$ cat config.mk
export PLATFORM = sky130hd
export DESIGN_NAME = multi_source_tick_scheduler_flat
export DESIGN_NICKNAME = d
export VERILOG_FILES = /design/src/hw/rtl/mst_pkg.sv /design/src/hw/rtl/mst_cmd_if.sv /design/src/hw/rtl/mst_rsp_if.sv /design/src/hw/rtl/multi_source_tick_scheduler.sv /design/src/flat_wrapper.sv
export VERILOG_INCLUDE_DIRS = /design/src /design/src/hw/rtl
export SDC_FILE = /design/constraint.sdc
export NUM_CORES = 1
export LEC_CHECK = 0
export ABC_CLOCK_PERIOD_IN_PS = 5550
export BUFFER_PORTS_ARGS = -buffer_cell sky130_fd_sc_hd__buf_2
export CAP_MARGIN = 0
export CORE_MARGIN = 2
export CORE_UTILIZATION = 49
export DETAILED_ROUTE_END_ITERATION = 8
export PLACE_DENSITY = 0.67
export SLEW_MARGIN = 20
export SYNTH_ARGS = -nofsm -noshare
export SYNTH_HDL_FRONTEND = slang
export SYNTH_SLANG_ARGS = --single-unit
$ cat constraint.sdc
create_clock -name clk -period 5.55 [get_ports clk]
set_clock_uncertainty 0.1 [all_clocks]
set_input_delay 1.3875 -clock clk [delete_from_list [all_inputs] [get_ports clk]]
set_output_delay 1.3875 -clock clk [all_outputs]
set_load 0.01 [all_outputs]
$ cat src/hw/rtl/multi_source_tick_scheduler_defines.svh
// Assertion macros for the tick scheduler.
// Each macro expects clk and rst_n to be in scope.
`ifndef MULTI_SOURCE_TICK_SCHEDULER_DEFINES_SVH
`define MULTI_SOURCE_TICK_SCHEDULER_DEFINES_SVH

`ifndef ASSERT_OFF
`define MST_ASSERT(label, prop) \
    label: assert property (@(posedge clk) disable iff (!rst_n) prop) \
        else $error("mst assertion failed");
`define MST_ASSERT_NEVER(label, expr) \
    label: assert property (@(posedge clk) disable iff (!rst_n) !(expr)) \
        else $error("mst forbidden condition");
`else
`define MST_ASSERT(label, prop)
`define MST_ASSERT_NEVER(label, expr)
`endif

`endif

$ cat src/hw/rtl/mst_pkg.sv
package mst_pkg;

    localparam int unsigned FUNC_W   = 3;
    localparam int unsigned MASK_W   = 5;
    localparam int unsigned SECS_W   = 16;
    localparam int unsigned SRC_W    = 6;
    localparam int unsigned PHASE_W  = 8;
    localparam int unsigned WAIT_W   = 24;
    localparam int unsigned TPS_W    = 8;
    localparam int unsigned PHASES   = 1 << PHASE_W;

    localparam logic [TPS_W-1:0] TPS_RESET = 8'd61;

    localparam logic [FUNC_W-1:0] FUNC_TICK   = 3'd0;
    localparam logic [FUNC_W-1:0] FUNC_START  = 3'd1;
    localparam logic [FUNC_W-1:0] FUNC_STOP   = 3'd2;
    localparam logic [FUNC_W-1:0] FUNC_WAIT   = 3'd3;
    localparam logic [FUNC_W-1:0] FUNC_STATUS = 3'd4;

    localparam int unsigned MAIN_BIT = 5;

    localparam int unsigned DIV_THERM  = 128;
    localparam int unsigned DIV_VOLT   = 62;
    localparam int unsigned DIV_CONN   = 13;
    localparam int unsigned DIV_OUTPUT = 6;
    localparam int unsigned DIV_INPUT  = 3;

    // Bit p set when phase p is a multiple of div.
    function automatic logic [PHASES-1:0] mult_table(int unsigned div);
        logic [PHASES-1:0] t;
        t = '0;
        for (int unsigned k = 0; k < PHASES; k++)
        begin
            if (k * div < PHASES)
            begin
                t[PHASE_W'(k * div)] = 1'b1;
            end
        end
        return t;
    endfunction

    localparam logic [PHASES-1:0] MULT_THERM  = mult_table(DIV_THERM);
    localparam logic [PHASES-1:0] MULT_VOLT   = mult_table(DIV_VOLT);
    localparam logic [PHASES-1:0] MULT_CONN   = mult_table(DIV_CONN);
    localparam logic [PHASES-1:0] MULT_OUTPUT = mult_table(DIV_OUTPUT);
    localparam logic [PHASES-1:0] MULT_INPUT  = mult_table(DIV_INPUT);

    typedef struct packed {
        logic              wait_active;
        logic              therm_event;
        logic              adc_start;
        logic              conn_event;
        logic              output_event;
        logic              input_event;
        logic [SRC_W-1:0]  sources_now;
        logic              clock_running;
    } result_t;

endpackage

$ cat src/hw/rtl/mst_cmd_if.sv
interface mst_cmd_if
    import mst_pkg::*;
();
    logic              valid;
    logic              ready;
    logic [FUNC_W-1:0] func;
    logic [MASK_W-1:0] source_mask;
    logic [SECS_W-1:0] wait_seconds;

    modport source (output valid, output func, output source_mask, output wait_seconds,
                    input ready);
    modport sink   (input valid, input func, input source_mask, input wait_seconds,
                    output ready);
endinterface

$ cat src/hw/rtl/mst_rsp_if.sv
interface mst_rsp_if
    import mst_pkg::*;
();
    logic             valid;
    logic             ready;
    logic             wait_active;
    logic             therm_event;
    logic             adc_start;
    logic             conn_event;
    logic             output_event;
    logic             input_event;
    logic [SRC_W-1:0] sources_now;
    logic             clock_running;

    modport source (output valid, output wait_active, output therm_event, output adc_start,
                    output conn_event, output output_event, output input_event,
                    output sources_now, output clock_running, input ready);
    modport sink   (input valid, input wait_active, input therm_event, input adc_start,
                    input conn_event, input output_event, input input_event,
                    input sources_now, input clock_running, output ready);
endinterface

$ cat src/hw/rtl/multi_source_tick_scheduler.sv
// Multi-source tick scheduler.
// cmd: valid/ready channel carrying func, source_mask and wait_seconds.
//   func selects tick, start sources, stop sources, set wait or status.
// rsp: valid/ready channel; exactly one result per command transfer,
//   in command order, with the strobes, wait flag and active source mask.
// cfg_we/cfg_data: writes ticks_per_second; write only while idle.
// The result of a command is registered in the result register, or in the skid entry while rsp is stalled.
// Throughput: one command per cycle while cmd.ready is high; the state update (mask, phase,
//   countdown, 16x8 multiply for set wait) is combinational and is registered on the transfer.
// Stall: a result register plus one skid entry sit on rsp; cmd.ready
//   drops only once the skid entry is full, and returns as soon as the
//   receiver takes a result. Nothing is dropped or repeated.
// Reset (async, rst_n low): no source active, phase and countdown zero,
//   ticks_per_second back to 61, both output entries empty.
`include "multi_source_tick_scheduler_defines.svh"

module multi_source_tick_scheduler
    import mst_pkg::*;
(
    input  logic              clk,
    input  logic              rst_n,
    mst_cmd_if.sink           cmd,
    mst_rsp_if.source         rsp,
    input  logic              cfg_we,
    input  logic [TPS_W-1:0]  cfg_data
);

    logic [TPS_W-1:0]   tps_reg;
    logic [SRC_W-1:0]   src_reg, src_next;
    logic [PHASE_W-1:0] phase_reg, phase_next;
    logic [WAIT_W-1:0]  wait_reg, wait_next;

    result_t res;
    result_t out_reg;
    result_t skid_reg;
    logic    out_valid_reg;
    logic    skid_valid_reg;
    logic    accept;
    logic    tick_counted;
    logic [WAIT_W-1:0]  wait_load;
    logic [WAIT_W-1:0]  wait_dec;

    assign cmd.ready = !skid_valid_reg;
    assign accept    = cmd.valid && cmd.ready;

    assign wait_load = WAIT_W'(cmd.wait_seconds) * WAIT_W'(tps_reg);
    assign wait_dec  = (wait_reg != '0) ? wait_reg - WAIT_W'(1) : wait_reg;

    always_comb
    begin
        src_next     = src_reg;
        phase_next   = phase_reg;
        wait_next    = wait_reg;
        tick_counted = 1'b0;
        unique case (cmd.func)
            FUNC_TICK:
            begin
                if (src_reg != '0)
                begin
                    tick_counted = 1'b1;
                    phase_next   = phase_reg + PHASE_W'(1);
                    if (src_reg[MAIN_BIT])
                    begin
                        wait_next = wait_dec;
                        if (wait_dec == '0)
                        begin
                            src_next[MAIN_BIT] = 1'b0;
                        end
                    end
                end
            end
            FUNC_START:
            begin
                src_next = src_reg | {1'b0, cmd.source_mask};
            end
            FUNC_STOP:
            begin
                src_next = src_reg & ~{1'b0, cmd.source_mask};
            end
            FUNC_WAIT:
            begin
                wait_next          = wait_load;
                src_next[MAIN_BIT] = (cmd.wait_seconds != '0);
            end
            default:
            begin
            end
        endcase
    end

    always_comb
    begin
        res.wait_active   = (wait_next != '0);
        res.therm_event   = tick_counted && src_next[0] && MULT_THERM[phase_next];
        res.adc_start     = tick_counted && src_next[1] && MULT_VOLT[phase_next];
        res.conn_event    = tick_counted && src_next[2] && MULT_CONN[phase_next];
        res.output_event  = tick_counted && src_next[3] && MULT_OUTPUT[phase_next];
        res.input_event   = tick_counted && src_next[4] && MULT_INPUT[phase_next];
        res.sources_now   = src_next;
        res.clock_running = (src_next != '0);
    end

    always_ff @(posedge clk or negedge rst_n)
    begin
        if (!rst_n)
        begin
            tps_reg   <= TPS_RESET;
            src_reg   <= '0;
            phase_reg <= '0;
            wait_reg  <= '0;
        end
        else
        begin
            if (cfg_we)
            begin
                tps_reg <= cfg_data;
            end
            if (accept)
            begin
                src_reg   <= src_next;
                phase_reg <= phase_next;
                wait_reg  <= wait_next;
            end
        end
    end

    // Result register with one skid entry.
    always_ff @(posedge clk or negedge rst_n)
    begin
        if (!rst_n)
        begin
            out_valid_reg  <= 1'b0;
            skid_valid_reg <= 1'b0;
        end
        else if (rsp.ready || !out_valid_reg)
        begin
            if (skid_valid_reg)
            begin
                out_valid_reg  <= 1'b1;
                skid_valid_reg <= 1'b0;
            end
            else
            begin
                out_valid_reg <= accept;
            end
        end
        else if (accept)
        begin
            skid_valid_reg <= 1'b1;
        end
    end

    always_ff @(posedge clk)
    begin
        if (rsp.ready || !out_valid_reg)
        begin
            out_reg <= skid_valid_reg ? skid_reg : res;
        end
        else if (accept)
        begin
            skid_reg <= res;
        end
    end

    assign rsp.valid         = out_valid_reg;
    assign rsp.wait_active   = out_reg.wait_active;
    assign rsp.therm_event   = out_reg.therm_event;
    assign rsp.adc_start     = out_reg.adc_start;
    assign rsp.conn_event    = out_reg.conn_event;
    assign rsp.output_event  = out_reg.output_event;
    assign rsp.input_event   = out_reg.input_event;
    assign rsp.sources_now   = out_reg.sources_now;
    assign rsp.clock_running = out_reg.clock_running;

    `MST_ASSERT_NEVER(a_skid_without_out, skid_valid_reg && !out_valid_reg)
    `MST_ASSERT(a_running_matches_mask,
        out_valid_reg |-> (out_reg.clock_running == (out_reg.sources_now != '0)))
    `MST_ASSERT(a_tick_advances_phase,
        (accept && cmd.func == FUNC_TICK && src_reg != '0) |=>
            (phase_reg == $past(phase_reg) + PHASE_W'(1)))
    `MST_ASSERT(a_idle_holds_state,
        !accept |=> ($stable(src_reg) && $stable(phase_reg) && $stable(wait_reg)))

endmodule

$ cat src/flat_wrapper.sv
// flat-port wrapper written by rule: the top's interface ports become plain ports
module multi_source_tick_scheduler_flat import mst_pkg::*;
  (clk, rst_n, cfg_we, cfg_data, cmd_valid, cmd_func, cmd_source_mask, cmd_wait_seconds, cmd_ready, rsp_valid, rsp_wait_active, rsp_therm_event, rsp_adc_start, rsp_conn_event, rsp_output_event, rsp_input_event, rsp_sources_now, rsp_clock_running, rsp_ready);
  mst_cmd_if cmd_i ();
  mst_rsp_if rsp_i ();
  input  logic clk;
  input  logic rst_n;
  input  logic cfg_we;
  input  logic [TPS_W-1:0] cfg_data;
  input wire logic [$bits(cmd_i.valid)-1:0] cmd_valid;
  input wire logic [$bits(cmd_i.func)-1:0] cmd_func;
  input wire logic [$bits(cmd_i.source_mask)-1:0] cmd_source_mask;
  input wire logic [$bits(cmd_i.wait_seconds)-1:0] cmd_wait_seconds;
  output wire logic [$bits(cmd_i.ready)-1:0] cmd_ready;
  output wire logic [$bits(rsp_i.valid)-1:0] rsp_valid;
  output wire logic [$bits(rsp_i.wait_active)-1:0] rsp_wait_active;
  output wire logic [$bits(rsp_i.therm_event)-1:0] rsp_therm_event;
  output wire logic [$bits(rsp_i.adc_start)-1:0] rsp_adc_start;
  output wire logic [$bits(rsp_i.conn_event)-1:0] rsp_conn_event;
  output wire logic [$bits(rsp_i.output_event)-1:0] rsp_output_event;
  output wire logic [$bits(rsp_i.input_event)-1:0] rsp_input_event;
  output wire logic [$bits(rsp_i.sources_now)-1:0] rsp_sources_now;
  output wire logic [$bits(rsp_i.clock_running)-1:0] rsp_clock_running;
  input wire logic [$bits(rsp_i.ready)-1:0] rsp_ready;
  assign cmd_i.valid = cmd_valid;
  assign cmd_i.func = cmd_func;
  assign cmd_i.source_mask = cmd_source_mask;
  assign cmd_i.wait_seconds = cmd_wait_seconds;
  assign cmd_ready = cmd_i.ready;
  assign rsp_valid = rsp_i.valid;
  assign rsp_wait_active = rsp_i.wait_active;
  assign rsp_therm_event = rsp_i.therm_event;
  assign rsp_adc_start = rsp_i.adc_start;
  assign rsp_conn_event = rsp_i.conn_event;
  assign rsp_output_event = rsp_i.output_event;
  assign rsp_input_event = rsp_i.input_event;
  assign rsp_sources_now = rsp_i.sources_now;
  assign rsp_clock_running = rsp_i.clock_running;
  assign rsp_i.ready = rsp_ready;
  multi_source_tick_scheduler u_core (.clk(clk), .rst_n(rst_n), .cmd(cmd_i), .rsp(rsp_i), .cfg_we(cfg_we), .cfg_data(cfg_data));
endmodule
### Word level (Yosys, flattened, before mapping)

Memory sizes are Yosys's and may differ from the RTL's.
Index checks and enable logic that the tools add are counted.

| word-level totals | value |
|---|---|
| register bits | 74 |
| memory bits (read-only) | 1280 |
| input port bits | 37 |
| output and inout bits | 15 |
| word-level logic and storage cells | 83 |
| memories | 5 |

Memory list:

| memory | depth | bits a word | read ports | clocked after Yosys merged registers in | wr ports | line | source |
|---|---|---|---|---|---|---|---|
| (no name shown) | 256 | 1 | 1 | 0 | 0 | multi_source_tick_scheduler.sv:98 | `res.input_event = tick_counted && src_next[4] && MULT_INPUT[phase_next];` |
| (no name shown) | 256 | 1 | 1 | 0 | 0 | multi_source_tick_scheduler.sv:95 | `res.adc_start = tick_counted && src_next[1] && MULT_VOLT[phase_next];` |
| (no name shown) | 256 | 1 | 1 | 0 | 0 | multi_source_tick_scheduler.sv:96 | `res.conn_event = tick_counted && src_next[2] && MULT_CONN[phase_next];` |
| (no name shown) | 256 | 1 | 1 | 0 | 0 | multi_source_tick_scheduler.sv:97 | `res.output_event = tick_counted && src_next[3] && MULT_OUTPUT[phase_next];` |
| (no name shown) | 256 | 1 | 1 | 0 | 0 | multi_source_tick_scheduler.sv:94 | `res.therm_event = tick_counted && src_next[0] && MULT_THERM[phase_next];` |

| cells by class | value |
|---|---|
| $add $sub $neg | 2 |
| multiply operators | 1 |
| $lt $le $gt $ge | 1 |
| equal/unequal tests | 3 |
| muxes and demuxes | 22 |
| bitwise logic cells | 4 |
| reduce and logical (&&, ||, !) cells | 23 |

Operators by type and width:

| kind | number |
|---|---|
| $mux 24 | 3 |
| $pmux 24 s2 | 1 |
| $reduce_bool 24->1 | 2 |
| $logic_not 24->1 | 1 |
| $mul 16x8->24 | 1 |
| $sub 24x1->24 const B | 1 |
| $mux 8 | 2 |
| $reduce_bool 16->1 | 1 |
| $mux 1 | 13 |
| $mux 13 | 1 |
| $reduce_bool 6->1 | 2 |
| $logic_and 1x1->1 | 11 |
| $pmux 5 s2 | 1 |
| $lt 8x9->1 const B | 1 |
| $add 8x1->8 const B | 1 |
| $and 6x6->6 | 1 |
| $eq 3x2->1 const B | 2 |
| $not 5->6 | 1 |
| $or 6x5->6 | 1 |
| $pmux 1 s4 | 1 |
| $eq 3x1->1 const B | 1 |
| $logic_not 3->1 | 1 |
| $logic_not 1->1 | 2 |
| $reduce_and 2->1 | 1 |
| other kinds (3) | 3 |

### Depth between registers and ports, before layout

| logic depth | value |
|---|---|
| word-level depth | 9 |
| gate-level depth with buffers | 21 |
| depth with buffers taken out | 19 |

### Least setup slack after synthesis

No wires, ideal clock.

| timing | value |
|---|---|
| path type | input to register |
| from | input port cmd_wait_seconds[2] |
| to | register u_core.out_reg (netlist bit u_core.rsp.wait_active), data pin |
| library setup time | 264 ps |
| data arrival time | 6276 ps |
| required time | 5186 ps |
| slack | -1090 ps |
| cell stages on the path | 18 |
| path buffers | 1 |
| cell sequence | and2_1 -> fa_1 -> fa_1 -> fa_1 -> inv_1 -> fa_1 -> inv_1 -> ha_1 -> clkbuf_2 -> nand2_1 -> nor4_1 -> nor3_1 -> o311ai_0 -> xnor2_1 -> o211ai_1 -> nor4_1 -> nand4_1 -> o41a_1 |

| on the way | value |
|---|---|
| word-level cells in the longest chain between the ends | 4 |

RTL lines:

| item | line | source |
|---|---|---|
| start: declaration | flat_wrapper.sv:13 | `input wire logic [$bits(cmd_i.wait_seconds)-1:0] cmd_wait_seconds;` |
| $mul 16x8->24 | multi_source_tick_scheduler.sv:46 | `assign wait_load = WAIT_W'(cmd.wait_seconds) * WAIT_W'(tps_reg);` |
| $pmux 24 s2 | multi_source_tick_scheduler.sv:55 | `unique case (cmd.func)` |
| $reduce_bool 24->1 | multi_source_tick_scheduler.sv:93 | `res.wait_active = (wait_next != '0);` |
| $mux 13 | multi_source_tick_scheduler.sv:157 | `out_reg <= skid_valid_reg ? skid_reg : res;` |
| end signal: assignment | multi_source_tick_scheduler.sv:157 |  |
| end: declaration | multi_source_tick_scheduler.sv:34 | `result_t out_reg;` |

Every way passes these cells.
A chain may end at the register's enable or synchronous reset.

### Final worst setup path

| timing | value |
|---|---|
| from | input port cmd_wait_seconds[6] |
| to | register u_core.out_reg (netlist bit u_core.rsp.wait_active), data pin |

Same word-level chain as after synthesis.

==> impl_metrics.env <==
export IMPL_top_usage_layer="met2"
export IMPL_drtPass1Iterations=5
export IMPL_rsz0062_at_grt="yes"
export IMPL_design_core_area_um2=20000
export IMPL_worst_ep_required_time_ns=5.55
export IMPL_worst_path_max_fanout=6
export IMPL_global_route_overflow_total=0
export IMPL_grt_max_degree=55
export IMPL_ff2ff_setup_slack_ns=-0.14
export IMPL_critPathArrivalTime_ns=6.17
export IMPL_share_of_layout_cells_above_drive_strength_1=0.275
export IMPL_hold_slack_ns=0.429
export IMPL_num_vias=9209
export IMPL_p_switching_mw=3.71
export IMPL_antenna_found_initial=1
export IMPL_report_final_setup_viol=3
export IMPL_post_synth_num_cell_types=90
export IMPL_top_ports=52
export IMPL_drv_slew=0
export IMPL_clock_path_buffers=2
export IMPL_hold_class="reg2reg"
export IMPL_worstSkewPairLatency_ns=0.35
export IMPL_maxCapViolCount=0
export IMPL_clk_pin_slew_ns=0.07
export IMPL_run_status="finished with violations"
export IMPL_route_detailed_wl_per_inst_um=17.7
export IMPL_violated_checks="negative setup slack"
export IMPL_top_cell_type_s_share_of_synthesized_area=0.170
export IMPL_rows=52
export IMPL_timing_critical_path_max_delay_family="adder cells"
export IMPL_grt_util_all_layers=0.268
export IMPL_first_global_vias=9185
export IMPL_initial_core_utilization=0.494
export IMPL_post_route_period_util=1.11
export IMPL_synth_area_top_cells="sky130_fd_sc_hd__fa_1 (17%), sky130_fd_sc_hd__dfrtp_1 (11%), sky130_fd_sc_hd__edfxtp_1 (7.9%)"
export IMPL_timing_critical_path_to_type="register"
export IMPL_seqPwrFrac=0.125
export IMPL_critical_path_class="in2reg"
export IMPL_grtUsageMet3=0.0338
export IMPL_min_to="u_core.rsp.sources_now[3]"
export IMPL_synth_area_leader_cell="sky130_fd_sc_hd__fa_1"
export IMPL_mappedNetlistNets=1342
export IMPL_synth_flop_cell="sky130_fd_sc_hd__dfrtp_1"
export IMPL_p_comb_frac=0.791
export IMPL_grt_first_pass_wirelength_um=46900
export IMPL_use_met2=0.446
export IMPL_numPortBuffers=51
export IMPL_routabilityCongestion=0.965
export IMPL_most_common_library_cell_in_the_layout_ignoring_fill_and_taps="sky130_fd_sc_hd__buf_4"
export IMPL_slowest_delay_ns=0.58
export IMPL_pre_cts_setup_slack_ns=-1.21
export IMPL_postLayoutCoreUtil=0.615
export IMPL_critPathLaunchType="input port"
export IMPL_static_leakage_power_nw=5.39
export IMPL_slew_headroom=0.343
export IMPL_timing_hold_worst_start="u_core.skid_reg[4]"
export IMPL_post_dp_hpwl_um=21200
export IMPL_vias_per_cell=5.79
export IMPL_timing_hold_violations_final=0
export IMPL_final_design_area_no_fill_um2=12300
export IMPL_edff_count_synth=26
export IMPL_route_antenna_remaining_nets=0
export IMPL_syn_inst=1170
export IMPL_clock_power_share=0.084
export IMPL_postLayoutSetupSlackWorst_ns=-0.627
export IMPL_switching_share=0.489
export IMPL_routed_wirelength_um=28100
export IMPL_cts_made_buffers=9
export IMPL_achievable_frequency_mhz=162
export IMPL_pwr_density_cell_nw_per_um2=616
export IMPL_final_cell_mix="sky130_fd_sc_hd__buf_4 (143), sky130_fd_sc_hd__inv_1 (121), sky130_fd_sc_hd__nand2_1 (106), sky130_fd_sc_hd__and2_1 (104), sky130_fd_sc_hd__fa_1 (76)"
export IMPL_nets=1487
export IMPL_ctsHtreeMaxLevel=3
export IMPL_r2r_start="u_core.tps_reg[5]"
export IMPL_area_growth_pct=24.4
export IMPL_internal_power_mw=3.88
export IMPL_tritoncts="yes"
export IMPL_clkSinkCount=74
export IMPL_crit_path_cell_trace="buf_6, buf_4, and2_1, fa_2, fa_2, fa_1, inv_1, fa_1, inv_1, ha_4, nand3_4, nor2_4, nand3_2, a21oi_2, mux2i_2, nand4_1, nor4_4, nand4_1, o41a_1"
export IMPL_synth_ff_latch_count=74
export IMPL_placed_cell_area_um2=11500
export IMPL_worstPathBufferInverterCount=4
export IMPL_timing_critical_path_slowest_stage_cell="sky130_fd_sc_hd__fa_2"
export IMPL_clock_root_buffer="sky130_fd_sc_hd__clkbuf_16"
export IMPL_syn_avg_cell_area_um2=8.47
export IMPL_synth_sequential_area_ratio=0.201
export IMPL_layout_min_cycle_time_ns=6.18
export IMPL_crit_reg2reg_capture="u_core.rsp.wait_active"
export IMPL_worstMarginPinSlew_ns=0.978
export IMPL_global_route_usage_met1=0.368
export IMPL_post_synth_instance_area_um2=9910
export IMPL_drcViolationCount=0
export IMPL_dieArea_um2=21400
export IMPL_drt_initial_drc_count=825
export IMPL_largest_register_ffs=24
export IMPL_synth_async_reset_ratio=0.649
export IMPL_ir_drop_mv=0.451
export IMPL_hold_depth=2
export IMPL_dieHeight_um=146
export IMPL_r2r_worst_path_cells=19
export IMPL_yosysWarnings=0
export IMPL_chipWidth_um=146
## metal layers
metal  vias to the layer above  part of all wire
li1                       4352                 -
met1                      4503              0.43
met2                       299              0.49
met3                        55             0.057
met4                         0             0.026
met5                         -                 0
## worst max-delay path by stage
stage | cells past startpoint | to | startpoint
finish | 19 | u_core.rsp.wait_active | cmd_wait_seconds[6]
global route | 20 | u_core.skid_reg[12] | cmd_wait_seconds[12]
CTS | 19 | u_core.rsp.wait_active | cmd_wait_seconds[8]
detailed placement | 19 | u_core.rsp.wait_active | cmd_wait_seconds[7]
global placement | 19 | u_core.rsp.wait_active | cmd_wait_seconds[7]
floorplan | 17 | u_core.rsp.wait_active | cmd_wait_seconds[8]
## per-stage QoR
| step | total power, mW | instances | TNS (ns) |
|---|---|---|---|
| 3_3_place_gp | 5.98 | 1562 | -5.60 |
| 2_1_floorplan | 4.40 | 1170 | -0.823 |
| 5_1_grt | 8.19 | 1590 | -2.37 |
| 4_1_cts | 7.12 | 1584 | -1.29 |
| 6_report | 7.59 | 1591 | -1.41 |
| 3_5_place_dp | 6.05 | 1562 | -6.35 |
## worst min-delay path: cells and delay by family, from the launching register on
family,cells,cell delay (ns)
simple gates,2,0.10
flops,1,0.32
## what timing repair did
item	CTS	global route
hold buffers	0	0
gates resized for setup	44	54
cloned	0	0
pin swaps	10	34
setup endpoints to repair	9	11
setup buffers	7	9
## power groups by stage
stage          sequential, mW  clock (mW)  combinational (mW)
2_1_floorplan           0.836           0                3.57
3_3_place_gp            0.946           0                5.04
3_5_place_dp            0.950           0                5.10
4_1_cts                 0.941       0.644                5.54
5_1_grt                 0.970       0.662                6.56
6_report                0.951       0.635                6.00
## logic make-up (layout without fill, tap and decap cells)
family / after synthesis / count (layout) / share of synthesized area
and+or+nand+nor: 466 / 466 / 0.262
AOI/OAI and AO/OA: 240 / 240 / 0.163
buffers and inverters: 187 / 337 / 0.0730
adders and majority gates: 135 / 135 / 0.234
DFF: 74 / 74 / 0.201
xor gates and xnor gates: 38 / 38 / 0.0344
muxes: 30 / 30 / 0.0328
other: 0 / 1 / 0
## area by class of cell
class | count | area (um^2)
sequential | 74 | 1990
clock buffer | 9 | 225
multi-input combinational | 909 | 7820
tap | 270 | 338
inverter | 126 | 473
fill | 1763 | 7710
timing repair buffer | 195 | 1390
clock inverter | 7 | 83.8
antenna | 1 | 2.50
## Yosys cell counts (all sizes together) (10+ instances only)
| master | instances |
|---|---|
| and2 | 111 |
| nor3 | 28 |
| and3 | 14 |
| edfxtp | 26 |
| nand3 | 40 |
| a31oi | 14 |
| nor4 | 17 |
| nand2 | 119 |
| buf | 13 |
| inv | 126 |
| clkbuf | 48 |
| nand4 | 16 |
| mux2 | 17 |
| a21oi | 47 |
| ha | 51 |
| fa | 84 |
| o21ai | 70 |
| or2 | 10 |
| dfrtp | 43 |
| nor2 | 57 |
| xnor2 | 22 |
| o211ai | 14 |
| a211oi | 10 |
| mux2i | 13 |
| xor2 | 16 |
No activity file was read; power rests on OpenSTA's default activity.
